### config.mk
export PLATFORM = sky130hd
export DESIGN_NAME = lidar_frame_parser_offset
export DESIGN_NICKNAME = d
export VERILOG_FILES = /design/src/sv/lfpo_pkg.sv /design/src/sv/lidar_frame_parser_offset.sv /design/src/sv/lfpo_sync.sv /design/src/sv/lfpo_filter.sv
export VERILOG_INCLUDE_DIRS = /design/src /design/src/sv
export SDC_FILE = /design/constraint.sdc
export NUM_CORES = 1
export LEC_CHECK = 0
export ABC_CLOCK_PERIOD_IN_PS = 15800
export BUFFER_PORTS_ARGS = -buffer_cell sky130_fd_sc_hd__clkbuf_2
export CORE_MARGIN = 2
export CORE_UTILIZATION = 60
export CTS_CLUSTER_DIAMETER = 30
export DETAILED_ROUTE_END_ITERATION = 8
export HOLD_SLACK_MARGIN = 0.05
export PLACE_DENSITY = 0.8
export SYNTH_ARGS = -nofsm -noshare
export SYNTH_HDL_FRONTEND = slang
export SYNTH_SLANG_ARGS = --single-unit
### constraint.sdc
create_clock -name clk_i -period 15.8 [get_ports clk_i]
set_clock_uncertainty 0.05 [all_clocks]
set_input_delay 1.58 -clock clk_i [delete_from_list [all_inputs] [get_ports clk_i]]
set_output_delay 1.58 -clock clk_i [all_outputs]
set_load 0.01 [all_outputs]
### src/sv/lidar_frame_parser_offset_defines.svh
// Assertion macros for the rangefinder frame parser.
// Depends on nothing; define ASSERT_OFF to compile the checks out.
`ifndef LIDAR_FRAME_PARSER_OFFSET_DEFINES_SVH
`define LIDAR_FRAME_PARSER_OFFSET_DEFINES_SVH

`ifndef ASSERT_OFF
`define LFPO_ASSERT_IMPL(lbl, clk, rstn, ante, cons) \
  lbl: assert property (@(posedge clk) disable iff (!rstn) (ante) |-> (cons)) \
    else $error("lfpo: implication check failed");
`define LFPO_ASSERT_NEXT(lbl, clk, rstn, ante, cons) \
  lbl: assert property (@(posedge clk) disable iff (!rstn) (ante) |=> (cons)) \
    else $error("lfpo: next-cycle check failed");
`else
`define LFPO_ASSERT_IMPL(lbl, clk, rstn, ante, cons)
`define LFPO_ASSERT_NEXT(lbl, clk, rstn, ante, cons)
`endif

`endif

### src/sv/lfpo_pkg.sv
// Shared constants and types for the rangefinder frame parser.
// Depends on nothing.
package lfpo_pkg;

  localparam int unsigned FRAME_LENGTH = 9;
  localparam int unsigned POS_W        = 4;
  localparam int unsigned OFFSET_W     = 10;
  localparam int unsigned DIST_W       = 16;

  localparam logic [7:0]        HDR_BYTE      = 8'h59;
  localparam logic [DIST_W-1:0] REJECT_VALUE  = 16'hFFFF;
  localparam logic [DIST_W-1:0] WIN_LOW_RST   = 16'd2;
  localparam logic [DIST_W-1:0] WIN_HIGH_RST  = 16'd4500;
  localparam logic [POS_W-1:0]  POS_HUNT      = 4'd0;
  localparam logic [POS_W-1:0]  POS_HDR2      = 4'd1;
  localparam logic [POS_W-1:0]  POS_FIRST_FLD = 4'd2;
  localparam logic [POS_W-1:0]  POS_LAST_FLD  = 4'd5;
  localparam logic [POS_W-1:0]  POS_CHECKSUM  = POS_W'(FRAME_LENGTH - 1);

  localparam logic [1:0] REG_OFFSET   = 2'd0;
  localparam logic [1:0] REG_WIN_LOW  = 2'd1;
  localparam logic [1:0] REG_WIN_HIGH = 2'd2;

  typedef struct packed {
    logic [DIST_W-1:0] raw;
    logic [DIST_W-1:0] strength;
  } frame_t;

  typedef struct packed {
    logic signed [OFFSET_W-1:0] offset;
    logic [DIST_W-1:0]          win_low;
    logic [DIST_W-1:0]          win_high;
  } cfg_t;

endpackage

### src/sv/lidar_frame_parser_offset.sv
// Rangefinder 9-byte frame parser with distance offset and acceptance window.
// Latency: a result is valid the cycle after its checksum byte is taken.
// Throughput: one byte per cycle; in_ready_o drops only while a result waits.
// Reset: asynchronous, active low; hunts the first header, held distance 0,
// offset 0, window 2 to 4500. Depends on lfpo_pkg, lfpo_sync, lfpo_filter.
`include "lidar_frame_parser_offset_defines.svh"

module lidar_frame_parser_offset import lfpo_pkg::*; (
  input  logic              clk_i,
  input  logic              rst_ni,
  input  logic              in_valid_i,
  output logic              in_ready_o,
  input  logic [7:0]        rx_byte_i,
  output logic              out_valid_o,
  input  logic              out_ready_i,
  output logic [DIST_W-1:0] raw_distance_o,
  output logic [DIST_W-1:0] signal_strength_o,
  output logic [DIST_W-1:0] held_distance_o,
  output logic              accepted_o,
  output logic              differs_o,
  input  logic              cfg_valid_i,
  output logic              cfg_ready_o,
  input  logic [1:0]        cfg_index_i,
  input  logic [DIST_W-1:0] cfg_data_i
);

  cfg_t   cfg_q;
  logic   byte_take;
  logic   frame_valid;
  frame_t frame;

  assign cfg_ready_o = 1'b1;
  assign in_ready_o  = !out_valid_o || out_ready_i;
  assign byte_take   = in_valid_i && in_ready_o;

  always_ff @(posedge clk_i or negedge rst_ni) begin
    if (!rst_ni) begin
      cfg_q.offset   <= '0;
      cfg_q.win_low  <= WIN_LOW_RST;
      cfg_q.win_high <= WIN_HIGH_RST;
    end else if (cfg_valid_i) begin
      case (cfg_index_i)
        REG_OFFSET:   cfg_q.offset   <= $signed(cfg_data_i[OFFSET_W-1:0]);
        REG_WIN_LOW:  cfg_q.win_low  <= cfg_data_i;
        REG_WIN_HIGH: cfg_q.win_high <= cfg_data_i;
        default: ;
      endcase
    end
  end

  lfpo_sync u_sync (
    .clk_i         (clk_i),
    .rst_ni        (rst_ni),
    .byte_valid_i  (byte_take),
    .byte_i        (rx_byte_i),
    .frame_valid_o (frame_valid),
    .frame_o       (frame)
  );

  lfpo_filter u_filter (
    .clk_i             (clk_i),
    .rst_ni            (rst_ni),
    .frame_valid_i     (frame_valid),
    .frame_i           (frame),
    .cfg_i             (cfg_q),
    .out_ready_i       (out_ready_i),
    .out_valid_o       (out_valid_o),
    .raw_distance_o    (raw_distance_o),
    .signal_strength_o (signal_strength_o),
    .held_distance_o   (held_distance_o),
    .accepted_o        (accepted_o),
    .differs_o         (differs_o)
  );

  `LFPO_ASSERT_IMPL(a_acc_needs_diff, clk_i, rst_ni, out_valid_o && accepted_o, differs_o)
  `LFPO_ASSERT_IMPL(a_same_keeps_held, clk_i, rst_ni, out_valid_o && !differs_o,
                    held_distance_o == raw_distance_o)
  `LFPO_ASSERT_NEXT(a_result_from_byte, clk_i, rst_ni, !byte_take, !$rose(out_valid_o))

endmodule

### src/sv/lfpo_sync.sv
// Byte-level frame sync: header hunt, running checksum and field capture.
// Depends on lfpo_pkg.
module lfpo_sync import lfpo_pkg::*; (
  input  logic       clk_i,
  input  logic       rst_ni,
  input  logic       byte_valid_i,
  input  logic [7:0] byte_i,
  output logic       frame_valid_o,
  output frame_t     frame_o
);

  logic [POS_W-1:0] pos_q, pos_d;
  logic [7:0]       sum_q, sum_d;
  logic [7:0]       fbytes_q [4];
  logic             fld_we;
  logic [1:0]       fld_idx;

  always_comb begin
    pos_d         = pos_q;
    sum_d         = sum_q;
    fld_we        = 1'b0;
    fld_idx       = pos_q[1:0] - 2'd2;
    frame_valid_o = 1'b0;
    if (byte_valid_i) begin
      if (pos_q == POS_HUNT || pos_q > POS_CHECKSUM) begin
        if (byte_i == HDR_BYTE) begin
          sum_d = byte_i;
          pos_d = POS_HDR2;
        end else begin
          pos_d = POS_HUNT;
        end
      end else if (pos_q == POS_HDR2) begin
        if (byte_i == HDR_BYTE) begin
          sum_d = sum_q + byte_i;
          pos_d = POS_FIRST_FLD;
        end else begin
          pos_d = POS_HUNT;
        end
      end else if (pos_q < POS_CHECKSUM) begin
        fld_we = (pos_q <= POS_LAST_FLD);
        sum_d  = sum_q + byte_i;
        pos_d  = pos_q + 4'd1;
      end else begin
        pos_d         = POS_HUNT;
        frame_valid_o = (byte_i == sum_q);
      end
    end
  end

  always_ff @(posedge clk_i or negedge rst_ni) begin
    if (!rst_ni) begin
      pos_q <= POS_HUNT;
      sum_q <= 8'd0;
    end else begin
      pos_q <= pos_d;
      sum_q <= sum_d;
    end
  end

  always_ff @(posedge clk_i) begin
    if (fld_we) begin
      fbytes_q[fld_idx] <= byte_i;
    end
  end

  assign frame_o.raw      = {fbytes_q[1], fbytes_q[0]};
  assign frame_o.strength = {fbytes_q[3], fbytes_q[2]};

endmodule

### src/sv/lfpo_filter.sv
// Offset correction, window check, held distance and result register.
// Depends on lfpo_pkg.
module lfpo_filter import lfpo_pkg::*; (
  input  logic              clk_i,
  input  logic              rst_ni,
  input  logic              frame_valid_i,
  input  frame_t            frame_i,
  input  cfg_t              cfg_i,
  input  logic              out_ready_i,
  output logic              out_valid_o,
  output logic [DIST_W-1:0] raw_distance_o,
  output logic [DIST_W-1:0] signal_strength_o,
  output logic [DIST_W-1:0] held_distance_o,
  output logic              accepted_o,
  output logic              differs_o
);

  logic [DIST_W-1:0]        held_q, held_d;
  logic                     valid_q, valid_d;
  logic [DIST_W-1:0]        raw_q, str_q, hout_q;
  logic                     acc_q, diff_q;
  logic signed [DIST_W+1:0] corr;
  logic                     diff, in_win, acc;

  always_comb begin
    diff   = (frame_i.raw != held_q);
    corr   = $signed({2'b00, frame_i.raw}) + (DIST_W+2)'(cfg_i.offset);
    in_win = !corr[DIST_W+1]
             && (corr[DIST_W:0] >= {1'b0, cfg_i.win_low})
             && (corr[DIST_W:0] <= {1'b0, cfg_i.win_high})
             && (corr[DIST_W:0] != {1'b0, REJECT_VALUE});
    acc    = diff && in_win;
    held_d = held_q;
    if (frame_valid_i && acc) begin
      held_d = corr[DIST_W-1:0];
    end
    valid_d = frame_valid_i || (valid_q && !out_ready_i);
  end

  always_ff @(posedge clk_i or negedge rst_ni) begin
    if (!rst_ni) begin
      held_q  <= '0;
      valid_q <= 1'b0;
    end else begin
      held_q  <= held_d;
      valid_q <= valid_d;
    end
  end

  always_ff @(posedge clk_i) begin
    if (frame_valid_i) begin
      raw_q  <= frame_i.raw;
      str_q  <= frame_i.strength;
      hout_q <= held_d;
      acc_q  <= acc;
      diff_q <= diff;
    end
  end

  assign out_valid_o       = valid_q;
  assign raw_distance_o    = raw_q;
  assign signal_strength_o = str_q;
  assign held_distance_o   = hout_q;
  assign accepted_o        = acc_q;
  assign differs_o         = diff_q;

endmodule

==> flow_summary_export.csv, run 1 <==
group,metric,value,unit
power,seq_power_share,38.5,%
layout,design_area,8890,µm²
power,p_int,0.000860,W
power,ir_drop,0.0000832,V
clock_tree,clock-sinks,153,
floorplanning,pin_count,84,
critical_path,cp.arrival,5630,ps
synthesis,yosys_warnings,0,
routing,drtIter0Drc,407,
grt,grt_max_degree,72,
sta,hold_ws,372,ps
critical_path,crit_chain,"ha_1 -> fa_1 -> a211oi_1 -> or3_4 -> a31oi_4 -> a21o_4 -> a31oi_1 -> xnor2_2 -> ha_1 -> nand3_1 -> a21oi_1 -> a2111oi_0 -> nand3_1 -> a32oi_1 -> nand4_4 -> a41oi_4 -> mux2_2",
synthesis,postSynthCellCount,601,
critical_path,cp_data_required_time,15930,ps
critical_path,cp-end-kind,"flip-flop",
sta,min_period,5500,ps
sta,slew_viol_final,0,
grt,grt_pass1_vias,5174,
sta,max_freq,182,MHz
clock_tree,clk_transition_reported_paths,60,ps
routing,ant_nets,0,
run_status,status,"complete, no violations",
synthesis,synth_enable_flop_cells,82,
grt,grt_pass1_wl,26900,µm
clock_tree,cts-hold-fix-buffers,0,
routing,avgRoutedWirePerCell,18.7,µm
critical_path,cp-start-kind,"flip-flop",
routing,vias_per_cell,5.89,
power,switching_share,35.1,%
sta,rsz0062_at_grt,"false",
sta,finalHoldViolCount,0,
power,cellPowerDensity,149,nW/µm²
sta,fin_tns_setup,0,ps
floorplanning,rows,41,
sta,setup_viol,0,
placement,hpwlAfterDp,11900,µm
critical_path,critPathMaxStageDelay,650,ps
clock_tree,cts_setup_buffers,0,
layout,areaGrowthSynthToFinish,15.0,%
grt,grtUsageTotal,25.1,%
layout,fin_nets,789,
placement,gp_congestion,0.932,
synthesis,ys_types,69,
floorplanning,dieHeight,117,µm
worst_hold_path,hold_path_class,"reg -> reg",
clock_tree,cts_root_buffer,"clkbuf_16",
clock_tree,clock_latency,440,ps
synthesis,synth_ff_type,"edfxtp_1",
placement,io_buffers,82,
synthesis,synthArstFlopShare,46.4,%
synthesis,syn-mean-instance-area,12.9,µm²
power,p_sw,0.000466,W
clock_tree,htreeDepth,4,
floorplanning,die_w,117,µm
routing,wirelength,16400,µm
sta,post-route-period-util,34.8,%
clock_tree,cts_tree,"built",
layout,diodes,0,
layout,drive_above_1_share,27.2,%
critical_path,crit_buf_inv,0,
clock_tree,cts.path.max_buffers,2,
routing,num_vias,5185,
flow_run,drv_cap,0,
synthesis,yosysSeqAreaShare,55.0,%
grt,antenna_found_initial,0,
critical_path,cp_max_fo,14,
power,p_leak,3.82,nW
clock_tree,cts_buffers,17,
routing,first_pass_iters,5,
synthesis,synth_seq_cells,153,
floorplanning,core_area,12600,µm²
floorplanning,die-area,13800,µm²
critical_path,cpMaxStageDelayCell,"a41oi_4",
sta,tightest_slew,920,ps
critical_path,worstSetupPathType,"reg -> reg",
sta,slew_headroom,38.7,%
routing,drc,0,
floorplanning,initial_core_util,61.2,%
synthesis,synth_area,7730,µm²
grt,overflow,0,
synthesis,synth_nets,694,
critical_path,crit_family,"compound AO/OA/AOI/OAI gates",
placement,placed_area,8340,µm²
power,power_frac_clock,28.1,%
power,pwr-share-comb,33.4,%
clock_tree,cts_resized,0,
-- layout make-up --
type | count | area [µm²]
Tap cell | 172 | 215
Inverter | 45 | 169
Clock inverter | 13 | 111
Sequential cell | 153 | 4250
Fill cell | 904 | 3730
Timing Repair Buffer | 88 | 455
Clock buffer | 19 | 433
Multi-Input combinational cell | 391 | 3260
-- flip-flops by register name, indices dropped and copies added (netlist names) --
name                      cells
u_filter.held_distance_o     16
u_filter.raw_distance_o      16
u_sync.sum_q                  8
u_filter.out_valid_o          1
u_sync.fbytes_q              32
signal_strength_o            16
cfg_q                        42
u_filter.differs_o            1
u_sync.pos_q                  4
u_filter.accepted_o           1
u_filter.held_q              16
-- logic make-up after synthesis --
family / after synthesis / share of synthesized area [%]
flops: 153 / 55.0
simple gates: 134 / 9.65
compound gates: 104 / 9.55
fa+ha+maj: 62 / 10.2
buf+inv: 57 / 2.96
mux: 55 / 8.44
xor+xnor: 35 / 4.16
other cells: 1 / 0.0485
-- metal layers --
layer  wire length [µm]  part of all wire, %  track usage (%)  vias up
li1                   -                    -                -     2427
met1               7170                   44             33.2     2556
met2               8110                   49             41.6      176
met3                845                  5.1             5.47       26
met4                325                  2.0             8.36        0
met5                  0                    0                0        -
-- cells in the final DEF (no fill, tap or decap), types with 12 or more instances in the layout --
cell       count
edfxtp_1      82
nand2_1       24
nor3_1        12
xor2_1        23
ha_1          60
mux2_2        45
clkbuf_2      81
nand3_1       12
inv_1         45
o21ai_0       21
a21oi_1       26
nor2_1        26
clkbuf_16     17
dfrtp_1       65
nand4_1       12
-- power groups by stage --
| stage | logic, W | clock network, W | registers, W |
|---|---|---|---|
| after floorplan | 0.000330 | 0 | 0.000503 |
| after global placement | 0.000412 | 0 | 0.000514 |
| after detailed placement | 0.000433 | 0 | 0.000517 |
| after CTS | 0.000439 | 0.000378 | 0.000510 |
| after global routing | 0.000496 | 0.000394 | 0.000516 |
| final | 0.000443 | 0.000373 | 0.000510 |
-- through the flow --
stage | total power [W] | setup WS, ps | instances | util, %
floorplan | 0.000833 | 7590 | 601 | -
global placement | 0.000926 | 10490 | 849 | 66.1
detailed placement | 0.000950 | 10370 | 849 | 66.1
CTS | 0.00133 | 10310 | 881 | 70.4
global route | 0.00141 | 9910 | 881 | 70.4
finish | 0.00133 | 10300 | 881 | 70.4
-- synthesized netlist by cell type (all sizes together), types with 3 or more instances --
cell	instances	area share, %
a2111oi	3	0.34
a211oi	7	0.68
a21o	10	1.1
a21oi	26	1.7
a31oi	8	0.84
and2	5	0.40
and3	4	0.32
and4	4	0.47
buf	5	0.44
clkbuf	7	0.34
dfrtp	65	21
dfstp	6	2.0
edfxtp	82	32
ha	60	9.7
inv	45	2.2
mux2	54	8.3
nand2	24	1.2
nand3	12	0.78
nand4	14	1.4
nor2	26	1.3
nor2b	9	0.73
nor3	12	0.78
nor3b	3	0.29
nor4	8	0.65
nor4b	4	0.45
o21ai	21	1.4
o31ai	5	0.49
xnor2	11	1.3
xor2	24	2.8
-- final timing paths --
kind | start | end | slack (ps) | cells after the start
max | u_sync.fbytes_q[0][0] | u_filter.held_distance_o[0] | 10300 | 17
min | u_sync.fbytes_q[2][1] | signal_strength_o[1] | 370 | 0
max reg2reg | u_sync.fbytes_q[0][0] | u_filter.held_distance_o[0] | 10300 | 17
min reg2reg | u_sync.fbytes_q[2][1] | signal_strength_o[1] | 370 | 0
max in group asynchronous | rst_ni | u_sync.sum_q[7] | 13800 | 2
min in group asynchronous | rst_ni | cfg_q[36] | 1310 | 2
Power figures use the tool's default switching activity.
==> run 2, diff against run 1 <==
ABC_AREA = 1   (was default)
ABC_CLOCK_PERIOD_IN_PS = 4420   (was 15800)
CORE_UTILIZATION = 54   (was 60)
PLACE_DENSITY = 0.76   (was 0.8)
clock period = 4.42 ns   (was 15.8 ns; I/O delays follow)
==> flow_summary_export.csv, run 2 <==
group,metric,value,unit
run_status,status,"complete, no violations",
floorplanning,die_w,126,µm
synthesis,synth_nets,947,
synthesis,ys_types,42,
critical_path,cp_data_required_time,4540,ps
grt,antenna_found_initial,0,
synthesis,synthTopCellsByCount,"232 x nand2_1, 125 x inv_1, 82 x edfxtp_1",
floorplanning,initial_core_util,55.1,%
clock_tree,cts_tree,"built",
synthesis,postSynthCellCount,854,
synthesis,synth_ff_type,"edfxtp_1",
synthesis,synthArstFlopShare,46.4,%
clock_tree,cts_setup_buffers,0,
sta,slew_viol_final,0,
placement,io_buffers,82,
clock_tree,htreeDepth,4,
synthesis,yosysMostFrequentCell,"nand2_1",
clock_tree,cts_buffers,17,
placement,placed_area,8580,µm²
sta,fin_ws,331,ps
clock_tree,cts.path.max_buffers,2,
power,cellPowerDensity,496,nW/µm²
critical_path,cp-end-kind,"flip-flop",
critical_path,cp-start-kind,"flip-flop",
layout,largestRegisters,"cfg_q (42), u_sync.fbytes_q (32)",
clock_tree,cts-hold-fix-buffers,0,
layout,diodes,0,
layout,final_common_cell,"nand2_1",
clock_tree,cts_root_buffer,"clkbuf_16",
layout,areaGrowthSynthToFinish,14.5,%
layout,fin_nets,1038,
sta,finalHoldViolCount,0,
grt,grtUsageTotal,23.5,%
clock_tree,clock-sinks,153,
floorplanning,rows,44,
layout,stdcell_count,1142,
placement,hpwlAfterDp,12600,µm
worst_hold_path,hold_path_class,"in -> async",
synthesis,synth_area,7970,µm²
sta,max_freq,245,MHz
flow_run,drv_cap,0,
layout,design_area,9130,µm²
clock_tree,cts_resized,0,
floorplanning,die-area,15800,µm²
synthesis,synth.largest_area_cell,"edfxtp_1",
critical_path,worstSetupPathType,"reg -> reg",
sta,tightest_slew,1060,ps
floorplanning,core_area,14500,µm²
synthesis,yosysTopAreaCellShare,30.9,%
routing,drc,0,
synthesis,syn-mean-instance-area,9.34,µm²
sta,post-route-period-util,92.5,%
placement,dp_slack,502,ps
power,p_leak,4.42,nW
sta,fin_tns_setup,0,ps
floorplanning,dieHeight,126,µm
routing,first_pass_iters,7,
layout,utilization,63.0,%
critical_path,cp.arrival,4210,ps
grt,overflow,0,
sta,min_period,4090,ps
floorplanning,pin_count,84,
power,ir_drop,0.000339,V
routing,avgRoutedWirePerCell,15.5,µm
synthesis,yosysSeqAreaShare,53.3,%
synthesis,synth_area_leaders,"edfxtp_1 31%, dfrtp_1 20%, nand2_1 11%",
grt,grt_pass1_vias,5675,
routing,num_vias,6046,
placement,place_inst,1110,
sta,setup_viol,0,
clock_tree,clock_latency,430,ps
synthesis,synth_enable_flop_cells,82,
critical_path,cp_max_fo,16,
sta,slew_headroom,28.9,%
routing,vias_per_cell,5.29,
layout,largest_register_ffs,42,
clock_tree,clk_transition_reported_paths,60,ps
sta,rsz0062_at_grt,"false",
layout,drive_above_1_share,14.4,%
synthesis,synth_seq_cells,153,
grt,grt_max_degree,67,
layout,regMostFlops,"cfg_q",
synthesis,yosys_warnings,0,
grt,grt_pass1_wl,28700,µm
routing,wirelength,17700,µm
placement,gp_congestion,0.918,
routing,drtIter0Drc,585,
routing,ant_nets,0,
layout,final_cell_mix,"232 x nand2_1, 125 x inv_1, 82 x edfxtp_1",
## run 2: cell count changes in the layout (fill, tap and decap cells not counted), moves of 6 or more
cell and delta:
nor2_1 +25, nand3_1 +22, inv_1 +80, nor2b_1 -9
a211oi_1 -7, nand4_1 +10, xor2_1 -16, mux2_2 -45
nand2_2 +6, o21ai_0 +39, mux2_4 -9, a21o_1 -7
nand2_1 +208
## run 2: worst paths after layout
kind,startpoint,endpoint,slack (ps),cells after the start
max in group asynchronous,rst_ni,cfg_q[12],3240,2
max,u_sync.fbytes_q[0][0],u_filter.held_distance_o[5],330,24
min in group clk_i,cfg_data_i[12],cfg_q[12],190,3
min,rst_ni,cfg_q[20],60,1
min reg2reg,u_sync.fbytes_q[3][1],signal_strength_o[9],370,0
max reg2reg,u_sync.fbytes_q[0][0],u_filter.held_distance_o[5],330,24
## run 2: kinds of logic (layout without fill, tap and decap cells)
logic type	Yosys count	after routing	share of synthesized area, %
simple gates	367	367	19.8
buf+inv	143	247	7.09
flops	153	153	53.3
xor+xnor	23	23	2.76
compound gates	105	105	7.12
fa+ha+maj	62	62	9.92
other cells	1	1	0.0470
## run 2: final cells by class
type / count / area [µm²]
inverter: 129 / 484
clock buffer: 18 / 429
multi-input combinational: 558 / 3160
fill: 1201 / 5350
tap: 184 / 230
timing repair buffer: 86 / 453
clock inverter: 14 / 123
sequential: 153 / 4250
## run 2: stage by stage
step | hold slack, ps | total power, W
global placement | 352 | 0.00312
CTS | 74.2 | 0.00453
finish | 60.7 | 0.00452
floorplan | 96.4 | 0.00281
detailed placement | 355 | 0.00315
global route | 129 | 0.00482
## run 2: worst max-delay path: stages, from the launching register on
cell      delay [ps]
edfxtp_1         440
ha_1             250
fa_1             470
nand3_1          130
nand2_1           80
nand2_1           80
nand2_1          110
nand2_1          140
nand2_1          100
nand2_1           60
nand2_1          120
ha_1             340
nand4_1          130
nor2_1           150
a21oi_1           80
nand2_1           60
nand2_1           40
nand2_1           50
nand2_1           40
nand2_1           50
nand2_1           60
a21oi_1          200
nand4_4          310
nand2_1          180
nand2_1           90
## run 2: layer usage
metal  GRT usage, %  share of wire (%)
met5              0                  0
met4           10.0                2.4
met3           4.62                4.7
met2           37.1                 47
met1           31.8                 46
## run 2: power breakdown
group / internal [W] / switching (W)
Clock: 0.000775 / 0.000594
Sequential: 0.00166 / 0.0000964
Combinational: 0.000497 / 0.000905
Total: 0.00293 / 0.00160
